`src/hw/rtl/tdpt_pkg.sv`:
```
// trial division prime test: shared constants and controller/datapath types
// no dependencies
package tdpt_pkg;

    localparam int NUM_WIDTH_DEF = 32;
    localparam int FIRST_DIVISOR = 2;

    typedef struct packed {
        logic load;
        logic step;
        logic next;
    } cmd_t;

    typedef struct packed {
        logic too_low;
        logic div_last;
        logic bound_fail;
        logic rem_zero;
    } status_t;

endpackage

```
`src/hw/rtl/tdpt_datapath.sv`:
```
// trial division datapath: candidate, divisor and a radix-2 restoring divider
// depends on tdpt_pkg
module tdpt_datapath #(
    parameter int NUM_WIDTH = tdpt_pkg::NUM_WIDTH_DEF
) (
    input  logic                 aclk,
    input  logic                 aresetn,
    input  logic [NUM_WIDTH-1:0] s_candidate,
    input  tdpt_pkg::cmd_t       cmd,
    output tdpt_pkg::status_t    status
);

    localparam int CNT_WIDTH = $clog2(NUM_WIDTH);

    logic [NUM_WIDTH-1:0] value_reg;
    logic [NUM_WIDTH-1:0] div_reg;
    logic [NUM_WIDTH:0]   rem_reg;
    logic [NUM_WIDTH-1:0] quo_reg;
    logic [CNT_WIDTH-1:0] cnt_reg;

    logic [NUM_WIDTH:0]   rem_shift;
    logic [NUM_WIDTH:0]   div_ext;
    logic                 ge;
    logic [NUM_WIDTH:0]   rem_next;

    assign rem_shift = {rem_reg[NUM_WIDTH-1:0], quo_reg[NUM_WIDTH-1]};
    assign div_ext   = {1'b0, div_reg};
    assign ge        = rem_shift >= div_ext;
    assign rem_next  = ge ? rem_shift - div_ext : rem_shift;

    always_ff @(posedge aclk) begin
        if (!aresetn) begin
            cnt_reg <= '0;
        end else if (cmd.load) begin
            value_reg <= s_candidate;
            div_reg   <= NUM_WIDTH'(tdpt_pkg::FIRST_DIVISOR);
            rem_reg   <= '0;
            quo_reg   <= s_candidate;
            cnt_reg   <= '0;
        end else if (cmd.next) begin
            div_reg <= div_reg + NUM_WIDTH'(1);
            rem_reg <= '0;
            quo_reg <= value_reg;
            cnt_reg <= '0;
        end else if (cmd.step) begin
            rem_reg <= rem_next;
            quo_reg <= {quo_reg[NUM_WIDTH-2:0], ge};
            cnt_reg <= cnt_reg + CNT_WIDTH'(1);
        end
    end

    assign status.too_low    = value_reg < NUM_WIDTH'(tdpt_pkg::FIRST_DIVISOR);
    assign status.div_last   = cnt_reg == CNT_WIDTH'(NUM_WIDTH - 1);
    assign status.bound_fail = quo_reg < div_reg;
    assign status.rem_zero   = rem_reg == '0;

endmodule

```
`src/hw/rtl/tdpt_ctrl.sv`:
```
// trial division controller: handshakes, divide sequencing, result register
// depends on tdpt_pkg
module tdpt_ctrl (
    input  logic              aclk,
    input  logic              aresetn,
    input  logic              s_valid,
    output logic              s_ready,
    output logic              m_valid,
    input  logic              m_ready,
    output logic              m_is_prime,
    output tdpt_pkg::cmd_t    cmd,
    input  tdpt_pkg::status_t status
);

    localparam logic [1:0] ST_IDLE   = 2'd0;
    localparam logic [1:0] ST_DIV    = 2'd1;
    localparam logic [1:0] ST_DECIDE = 2'd2;

    logic [1:0] state_reg;
    logic [1:0] state_next;
    logic       m_valid_reg;
    logic       m_valid_next;
    logic       is_prime_reg;
    logic       is_prime_next;

    logic out_free;
    logic finish;
    logic result;

    assign out_free = !m_valid_reg || m_ready;
    assign finish   = status.too_low || status.bound_fail || status.rem_zero;
    assign result   = !status.too_low && status.bound_fail;

    always_comb begin
        state_next    = state_reg;
        m_valid_next  = m_valid_reg && !m_ready;
        is_prime_next = is_prime_reg;
        cmd           = '0;
        case (state_reg)
            ST_IDLE: begin
                if (s_valid) begin
                    cmd.load   = 1'b1;
                    state_next = ST_DIV;
                end
            end
            ST_DIV: begin
                cmd.step = 1'b1;
                if (status.div_last) begin
                    state_next = ST_DECIDE;
                end
            end
            ST_DECIDE: begin
                if (!finish) begin
                    cmd.next   = 1'b1;
                    state_next = ST_DIV;
                end else if (out_free) begin
                    m_valid_next  = 1'b1;
                    is_prime_next = result;
                    state_next    = ST_IDLE;
                end
            end
            default: begin
                state_next = ST_IDLE;
            end
        endcase
    end

    always_ff @(posedge aclk) begin
        if (!aresetn) begin
            state_reg   <= ST_IDLE;
            m_valid_reg <= 1'b0;
        end else begin
            state_reg   <= state_next;
            m_valid_reg <= m_valid_next;
        end
        is_prime_reg <= is_prime_next;
    end

    assign s_ready    = state_reg == ST_IDLE;
    assign m_valid    = m_valid_reg;
    assign m_is_prime = is_prime_reg;

endmodule

```
`src/hw/rtl/trial_division_prime_test_core.sv`:
```
// divisors are tried in turn until one settles the candidate (only one for 0 and 1)
// each divisor runs NUM_WIDTH radix-2 restoring divider steps plus a decide state
// a new candidate is taken only in idle, after the previous one has finished
// a finished result waits in the output register while the next candidate is taken
// reset: synchronous, active low aresetn; returns to idle with no result pending
// top level: joins tdpt_ctrl and tdpt_datapath, depends on tdpt_pkg
module trial_division_prime_test_core #(
    parameter int NUM_WIDTH = tdpt_pkg::NUM_WIDTH_DEF
) (
    input  logic                 aclk,
    input  logic                 aresetn,
    input  logic                 s_valid,
    output logic                 s_ready,
    input  logic [NUM_WIDTH-1:0] s_candidate,
    output logic                 m_valid,
    input  logic                 m_ready,
    output logic                 m_is_prime
);

    tdpt_pkg::cmd_t    cmd;
    tdpt_pkg::status_t status;

    tdpt_ctrl u_ctrl (
        .aclk       (aclk),
        .aresetn    (aresetn),
        .s_valid    (s_valid),
        .s_ready    (s_ready),
        .m_valid    (m_valid),
        .m_ready    (m_ready),
        .m_is_prime (m_is_prime),
        .cmd        (cmd),
        .status     (status)
    );

    tdpt_datapath #(
        .NUM_WIDTH (NUM_WIDTH)
    ) u_datapath (
        .aclk        (aclk),
        .aresetn     (aresetn),
        .s_candidate (s_candidate),
        .cmd         (cmd),
        .status      (status)
    );

`ifndef SYNTHESIS
    a_busy_after_accept: assert property (@(posedge aclk) disable iff (!aresetn)
        s_valid && s_ready |=> !s_ready)
        else $error("input ready while a candidate is in progress");

    a_result_from_busy: assert property (@(posedge aclk) disable iff (!aresetn)
        $rose(m_valid) |-> $past(!s_ready))
        else $error("result appeared without a candidate in progress");

    a_idle_after_result: assert property (@(posedge aclk) disable iff (!aresetn)
        $rose(m_valid) |-> s_ready)
        else $error("controller not idle after delivering a result");
`endif

endmodule

```
`config.mk`:
```
export PLATFORM = sky130hd
export DESIGN_NAME = trial_division_prime_test_core
export DESIGN_NICKNAME = d
export VERILOG_FILES = /design/src/hw/rtl/tdpt_pkg.sv /design/src/hw/rtl/tdpt_datapath.sv /design/src/hw/rtl/tdpt_ctrl.sv /design/src/hw/rtl/trial_division_prime_test_core.sv
export SDC_FILE = /design/constraint.sdc
export NUM_CORES = 1
export LEC_CHECK = 0
export BUFFER_PORTS_ARGS = -buffer_cell sky130_fd_sc_hd__buf_2
export CAP_MARGIN = 25
export CORE_ASPECT_RATIO = 0.8
export CORE_MARGIN = 3
export CORE_UTILIZATION = 60
export CTS_CLUSTER_DIAMETER = 50
export DETAILED_ROUTE_END_ITERATION = 10
export PLACE_DENSITY = 0.78
export SLEW_MARGIN = 40
export SYNTH_ARGS = -nofsm -noshare
export SYNTH_HDL_FRONTEND = slang
export SYNTH_SLANG_ARGS = --single-unit
```
`constraint.sdc`:
```
create_clock -name aclk -period 5.99 [get_ports aclk]
set_input_delay 0.599 -clock aclk [delete_from_list [all_inputs] [get_ports aclk]]
set_output_delay 0.599 -clock aclk [all_outputs]
set_load 0.01 [all_outputs]
```
# After elaboration in Yosys (flattened, before gate mapping)
# Cells that the tools add are included.
[totals]
out_inout_bits = 3
word_cells = 59
reg_bits = 138
in_bits = 36
[classes]
n_addsub = 3
order_cmp = 3
n_eq_ne = 6
n_mux = 19
reduce_logical = 19
bitwise = 1
[op_table]
columns = ["cell", "n"]
rows = [
  ["2-to-1 mux 32 bit", 4],
  ["2-to-1 mux 33 bit", 2],
  [">= comparator 33 x 32 -> 1 bit", 1],
  ["logical NOT 33 bit", 1],
  ["subtractor 33 x 32 -> 33 bit", 1],
  ["adder 32 x 1 -> 32 bit (second input constant)", 1],
  ["< comparator 32 x 2 -> 1 bit (second input constant)", 1],
  ["< comparator 32 bit", 1],
  ["2-to-1 mux 1 bit", 8],
  ["2-to-1 mux 2 bit", 4],
  ["one-hot mux 2 bit (3 select lines)", 1],
  ["AND reduction 2 bit", 3],
  ["AND reduction 3 bit", 2],
  ["adder 5 x 1 -> 5 bit (second input constant)", 1],
  ["equality test 5 bit (second input constant)", 1],
  ["inequality test 2 bit (second input constant)", 2],
  ["logical NOT 1 bit", 3],
  ["logical OR 1 bit", 3],
  ["inequality test 3 x 2 -> 1 bit (second input constant)", 1],
  ["nonzero test 3 bit", 1],
  ["OR reduction 3 bit", 1],
  ["equality test 2 x 1 -> 1 bit (second input constant)", 1],
  ["equality test 2 bit (second input constant)", 1],
  ["logical AND 1 bit", 2],
  ["4 further kinds", 4],
]

# Logic depth before layout (Yosys ltp)
[depth]
word_depth = 7
mapped_depth = 13
ltp_nobuf = 12

# Cells and area by module
# A second synthesis with hierarchy kept.
[unflattened]
hier_cells = 880
hier_area_um2 = 9091.2
[modules_own_cells]
columns = ["mod", "cells_each", "area_per_inst_um2", "seq_area_each_um2", "n_inst"]
rows = [
  ["tdpt_datapath", 860, 8886.0, 3973.8, 1],
  ["tdpt_ctrl", 20, 205.2, 90.1, 1],
]

# Worst setup path before layout
# OpenSTA, ideal clock, no wires.
[synth_timing]
kind = "register to register"
from = "register u_datapath.div_reg[9]"
to = "register u_datapath.quo_reg[0], enable pin"
n_path_buf = 1
path_stages_with_launch = 10
t_required_ns = 5.562
period_less_slack_ns = 4.086
setup_ns = 0.428
arrival_time_ns = 3.658
slack_ns = 1.904
path_cell_list = "edfxtp_1 > inv_1 > ha_1 > nand4_1 > or4_1 > a31oi_1 > o311ai_1 > a21oi_1 > clkbuf_1 > o21a_1"
[synth_via]
elab_chain_len = 7
[synth_lines]
columns = ["item", "line", "text"]
rows = [
  ["start, declared", "tdpt_datapath.sv:16", "logic [NUM_WIDTH-1:0] div_reg;"],
  ["start signal, assigned", "tdpt_datapath.sv:36", "div_reg <= NUM_WIDTH'(tdpt_pkg::FIRST_DIVISOR);"],
  ["start signal, assigned", "tdpt_datapath.sv:41", "div_reg <= div_reg + NUM_WIDTH'(1);"],
  ["< comparator 32 bit", "tdpt_datapath.sv:54", "assign status.bound_fail = quo_reg < div_reg;"],
  ["logical OR 1 bit (2 in series)", "tdpt_ctrl.sv:31", "assign finish = status.too_low || status.bound_fail || status.rem_zero;"],
  ["2-to-1 mux 1 bit", "tdpt_ctrl.sv:53", "if (!finish) begin"],
  ["2-to-1 mux 1 bit", "tdpt_ctrl.sv:39", "case (state_reg)"],
  ["nonzero test 3 bit (no source line)", "--", ""],
  ["AND reduction 2 bit (no source line)", "--", ""],
  ["end signal, assigned", "tdpt_datapath.sv:38", "quo_reg <= s_candidate;"],
  ["end signal, assigned", "tdpt_datapath.sv:43", "quo_reg <= value_reg;"],
  ["end signal, assigned", "tdpt_datapath.sv:47", "quo_reg <= {quo_reg[NUM_WIDTH-2:0], ge};"],
  ["end, declared", "tdpt_datapath.sv:18", "logic [NUM_WIDTH-1:0] quo_reg;"],
]
# Every way passes these cells.
# A chain may end at the register's enable or synchronous reset.

# Worst setup path in the final report
[layout_timing]
from = "register u_datapath.div_reg[4]"
to = "register u_datapath.rem_reg[17] (data pin)"
[layout_via]
elab_chain_len = 6
word_cells_on_any_way = 10
cone_classes = "add/sub: 1; order compare: 2; mux: 4; reduce/logical: 3"
[layout_lines]
columns = ["item", "line", "text"]
rows = [
  ["< comparator 32 bit", "tdpt_datapath.sv:54", ""],
  ["logical OR 1 bit (2 in series)", "tdpt_ctrl.sv:31", ""],
  ["2-to-1 mux 1 bit", "tdpt_ctrl.sv:53", ""],
  ["2-to-1 mux 1 bit", "tdpt_ctrl.sv:39", ""],
  ["OR reduction 2 bit (no source line)", "--", ""],
  ["end signal, assigned", "tdpt_datapath.sv:46", "rem_reg <= rem_next;"],
  ["end, declared", "tdpt_datapath.sv:17", "logic [NUM_WIDTH:0] rem_reg;"],
]
# Several ways; a longest one is shown, not always the timed one. The select of a mux whose other input is x is not followed.

==> impl_metrics.tcl <==
set metrics [dict create \
    tritoncts.num_buffers 17 \
    finalWorstSetupSlack_ps 1630 \
    outcome "finished clean" \
    fin_nets 1012 \
    drt-initial-drc-count 630 \
    worst_path_max_delay_cell "sky130_fd_sc_hd__a2111oi_0" \
    detail_route.wl_per_cell_um 19.8 \
    synth-seq-cells 138 \
    synth-seq-area-share 0.468 \
    clock_path_buffers 2 \
    worstPathArrival_ps 4520 \
    share_comb_of_total_power 0.202 \
    pwr-share-clk 0.361 \
    rsz0062_at_grt "no" \
    placement.io_buffers 38 \
    first_global_vias 6880 \
    insertion_delay_ps 420 \
    io-pin-count 39 \
    switchingPower_uw 814 \
    drv_cap 0 \
    synth.lib_cells_used.distinct 62 \
    hold_path_class "primary input to register" \
    max-vdd-ir-drop_v 0.000291 \
    cpPeakStageDelay_ps 760 \
    combined_global_route_utilization_of_all_metal_layers 0.278 \
    clkSinkCount 138 \
    path_clk_slew_ps 60 \
    power.switching_fraction 0.296 \
    synthesis.yosys.warnings 0 \
    antenna_left 0 \
    max_freq_mhz 229 \
    floorplan.die.height_um 114 \
    crit_path_end_kind "register" \
    hold_fix_buffers_cts 0 \
    final_max_slew_viol_count 0 \
    worstMarginPinSlew_ps 796 \
    final_cell_mix "130 x sky130_fd_sc_hd__edfxtp_1, 117 x sky130_fd_sc_hd__nand2_1, 71 x sky130_fd_sc_hd__nor2_1" \
    critical_path_peak_fanout 28 \
    antenna_violations_before_repair 0 \
    ctsResizeCount 0 \
    place_congestion 0.869 \
    pwr-share-seq 0.436 \
    worstPathCellList "inv_1 -> ha_1 -> nand2_1 -> a211oi_1 -> a211oi_1 -> o31ai_1 -> a2111oi_0 -> o211ai_2 -> buf_4 -> inv_2 -> or3_1 -> a21oi_1" \
    timing_hold_violations_final 0 \
    start_util 0.627 \
    die_w_um 140 \
    synthMuxAreaShare 0.0405 \
    static_leakage_power_uw 0.00390 \
    final.min_clock_period_ps 4360 \
    dp_worst_setup_slack_ps 1770 \
    synth.cell_area_sq_um 8680 \
    placementRows 38 \
    worst_setup_path_start_kind "register" \
    cts_root_buf "sky130_fd_sc_hd__clkbuf_16" \
    synthesized_area_fraction_occupied_by_and_or_nand_nor_cells 0.170 \
    synth_fp_nets 973 \
    p_int_uw 1930 \
    area.growth.synth_to_final_pct 10.8 \
    dp_hpwl_mm 15.9 \
    critical_path_class "register to register" \
    synth-edff-count 130 \
    drt-vias-per-instance 6.43 \
    postSynth.topFlopCell "sky130_fd_sc_hd__edfxtp_1" \
    cts-htree-levels 4 \
    post_route_cells_drive_above_1_share 0.0954 \
    post_route_fraction_of_the_period_consumed_by_the_critical_path 0.728 \
    grt_start_max_net_pins 97 \
    power_per_cell_area_nw_per_um2 286 \
    syn_area_per_cell_sq_um 9.98 \
    synth_top_family_by_area "simple AND/OR/NAND/NOR gates" \
    max-slew-margin-rel 0.466 \
    worst-endpoint-required_ps 6150 \
    fill_cells 1019 \
    tritoncts_clock_tree "yes" \
    drcViolationCount 0 \
    synth-compound-area-share 0.141 \
    synth-adder-area-share 0.0975 \
    timing.final.setup_violations 0 \
    yosys.area_share.xor_xnor 0.0535 \
    postCtsSetupRepairBufs 0 \
    number_of_flip_flops_in_the_largest_register 33 \
    grt_first_pass_wirelength_mm 35.2 \
    fin_tns_setup_ps 0 \
    core_region_area_sq_um 13800 \
    synth_async_sr_flop_share 0 \
    skew_ps 5.27 \
    first_pass_iters 6 \
    final_common_cell "sky130_fd_sc_hd__edfxtp_1" \
    path_common_cell "sky130_fd_sc_hd__a211oi_1" \
    vias 7089 \
    post_synth_inst_count 870 \
    totalWireLength_mm 21.9 \
    n_antenna_cell 0 \
    dieArea_sq_um 16000 \
    gr-total-overflow 0 \
]
routing by layer:
metal / global-route usage / vias up / share of wire
li1: - / 3282 / -
met1: 0.395 / 3370 / 0.43
met2: 0.421 / 394 / 0.44
met3: 0.0750 / 43 / 0.10
met4: 0.0904 / 0 / 0.026
met5: 0 / - / 0
cells by family (layout without fill, tap and decap cells):
family | count (synthesis) | in the layout
fa+ha+maj | 67 | 67
compound gates | 197 | 197
mux | 35 | 35
flops | 138 | 138
buf+inv | 66 | 118
simple gates | 314 | 314
xor+xnor | 53 | 53
power groups by stage:
stage | logic, uW | clock network (uW) | registers [uW]
final | 555 | 993 | 1200
after global routing | 615 | 1040 | 1200
after CTS | 545 | 995 | 1200
after detailed placement | 537 | 0 | 1220
after global placement | 519 | 0 | 1210
after floorplan | 406 | 0 | 1200
critical path: cells and delay by family, from the launching register on:
family / cells / cell delay, ps
simple gates: 2 / 330
fa+ha+maj: 1 / 310
buf+inv: 3 / 900
flops: 1 / 420
compound gates: 6 / 2110
worst paths after layout:
check | to | slack (ps) | startpoint | cells after the start
hold / removal | u_datapath.value_reg[8] | 370 | s_candidate[8] | 1
setup / recovery | u_datapath.rem_reg[17] | 1630 | u_datapath.div_reg[4] | 12
hold reg to reg | u_datapath.cnt_reg[4] | 510 | u_datapath.cnt_reg[4] | 2
setup reg to reg | u_datapath.rem_reg[17] | 1630 | u_datapath.div_reg[4] | 12
area by class of cell:
cell class / count / area (sq um) / share of cell area
inverter: 40 / 150 / 0.0156
sequential: 138 / 4060 / 0.423
multi-input combinational: 666 / 4370 / 0.454
clock buffer: 19 / 433 / 0.0450
timing repair buffer: 46 / 254 / 0.0264
tap: 180 / 225 / 0.0234
clock inverter: 13 / 121 / 0.0126
synthesized netlist by cell type, types with 3 or more instances:
cell type,number,area (sq um)
sky130_fd_sc_hd__a2111oi_0,3,26.3
sky130_fd_sc_hd__a211oi_1,15,113
sky130_fd_sc_hd__a21o_1,14,105
sky130_fd_sc_hd__a21oi_1,60,300
sky130_fd_sc_hd__and2_1,5,31.3
sky130_fd_sc_hd__and3_1,10,62.6
sky130_fd_sc_hd__buf_1,4,15.0
sky130_fd_sc_hd__buf_2,5,25.0
sky130_fd_sc_hd__clkbuf_1,17,63.8
sky130_fd_sc_hd__dfxtp_1,8,160
sky130_fd_sc_hd__edfxtp_1,130,3900
sky130_fd_sc_hd__ha_1,66,826
sky130_fd_sc_hd__inv_1,38,143
sky130_fd_sc_hd__mux2i_1,34,340
sky130_fd_sc_hd__nand2_1,117,439
sky130_fd_sc_hd__nand2b_1,12,75.1
sky130_fd_sc_hd__nand3_1,22,110
sky130_fd_sc_hd__nand4_1,19,119
sky130_fd_sc_hd__nor2_1,71,267
sky130_fd_sc_hd__nor2b_1,6,37.5
sky130_fd_sc_hd__nor3_1,11,55.1
sky130_fd_sc_hd__nor4_1,18,113
sky130_fd_sc_hd__o211ai_1,3,22.5
sky130_fd_sc_hd__o21a_1,9,67.6
sky130_fd_sc_hd__o21ai_0,19,95.1
sky130_fd_sc_hd__o21ai_1,45,225
sky130_fd_sc_hd__o21bai_1,6,45.0
sky130_fd_sc_hd__or3_1,9,56.3
sky130_fd_sc_hd__or4_1,4,30.0
sky130_fd_sc_hd__xnor2_1,43,377
sky130_fd_sc_hd__xor2_1,10,87.6
metrics by stage:
| step | instance area (sq um) | power [uW] | util | cells | hold slack [ps] |
|---|---|---|---|---|---|
| 2_1_floorplan | 8680 | 1600 | - | 870 | 467 |
| 3_3_place_gp | 9060 | 1730 | 0.655 | 1070 | 484 |
| 3_5_place_dp | 9060 | 1750 | 0.655 | 1070 | 495 |
| 4_1_cts | 9610 | 2740 | 0.695 | 1102 | 354 |
| 5_1_grt | 9610 | 2860 | 0.695 | 1102 | 355 |
| 6_report | 9610 | 2750 | 0.695 | 1102 | 365 |
Power figures use the tool's default switching activity.
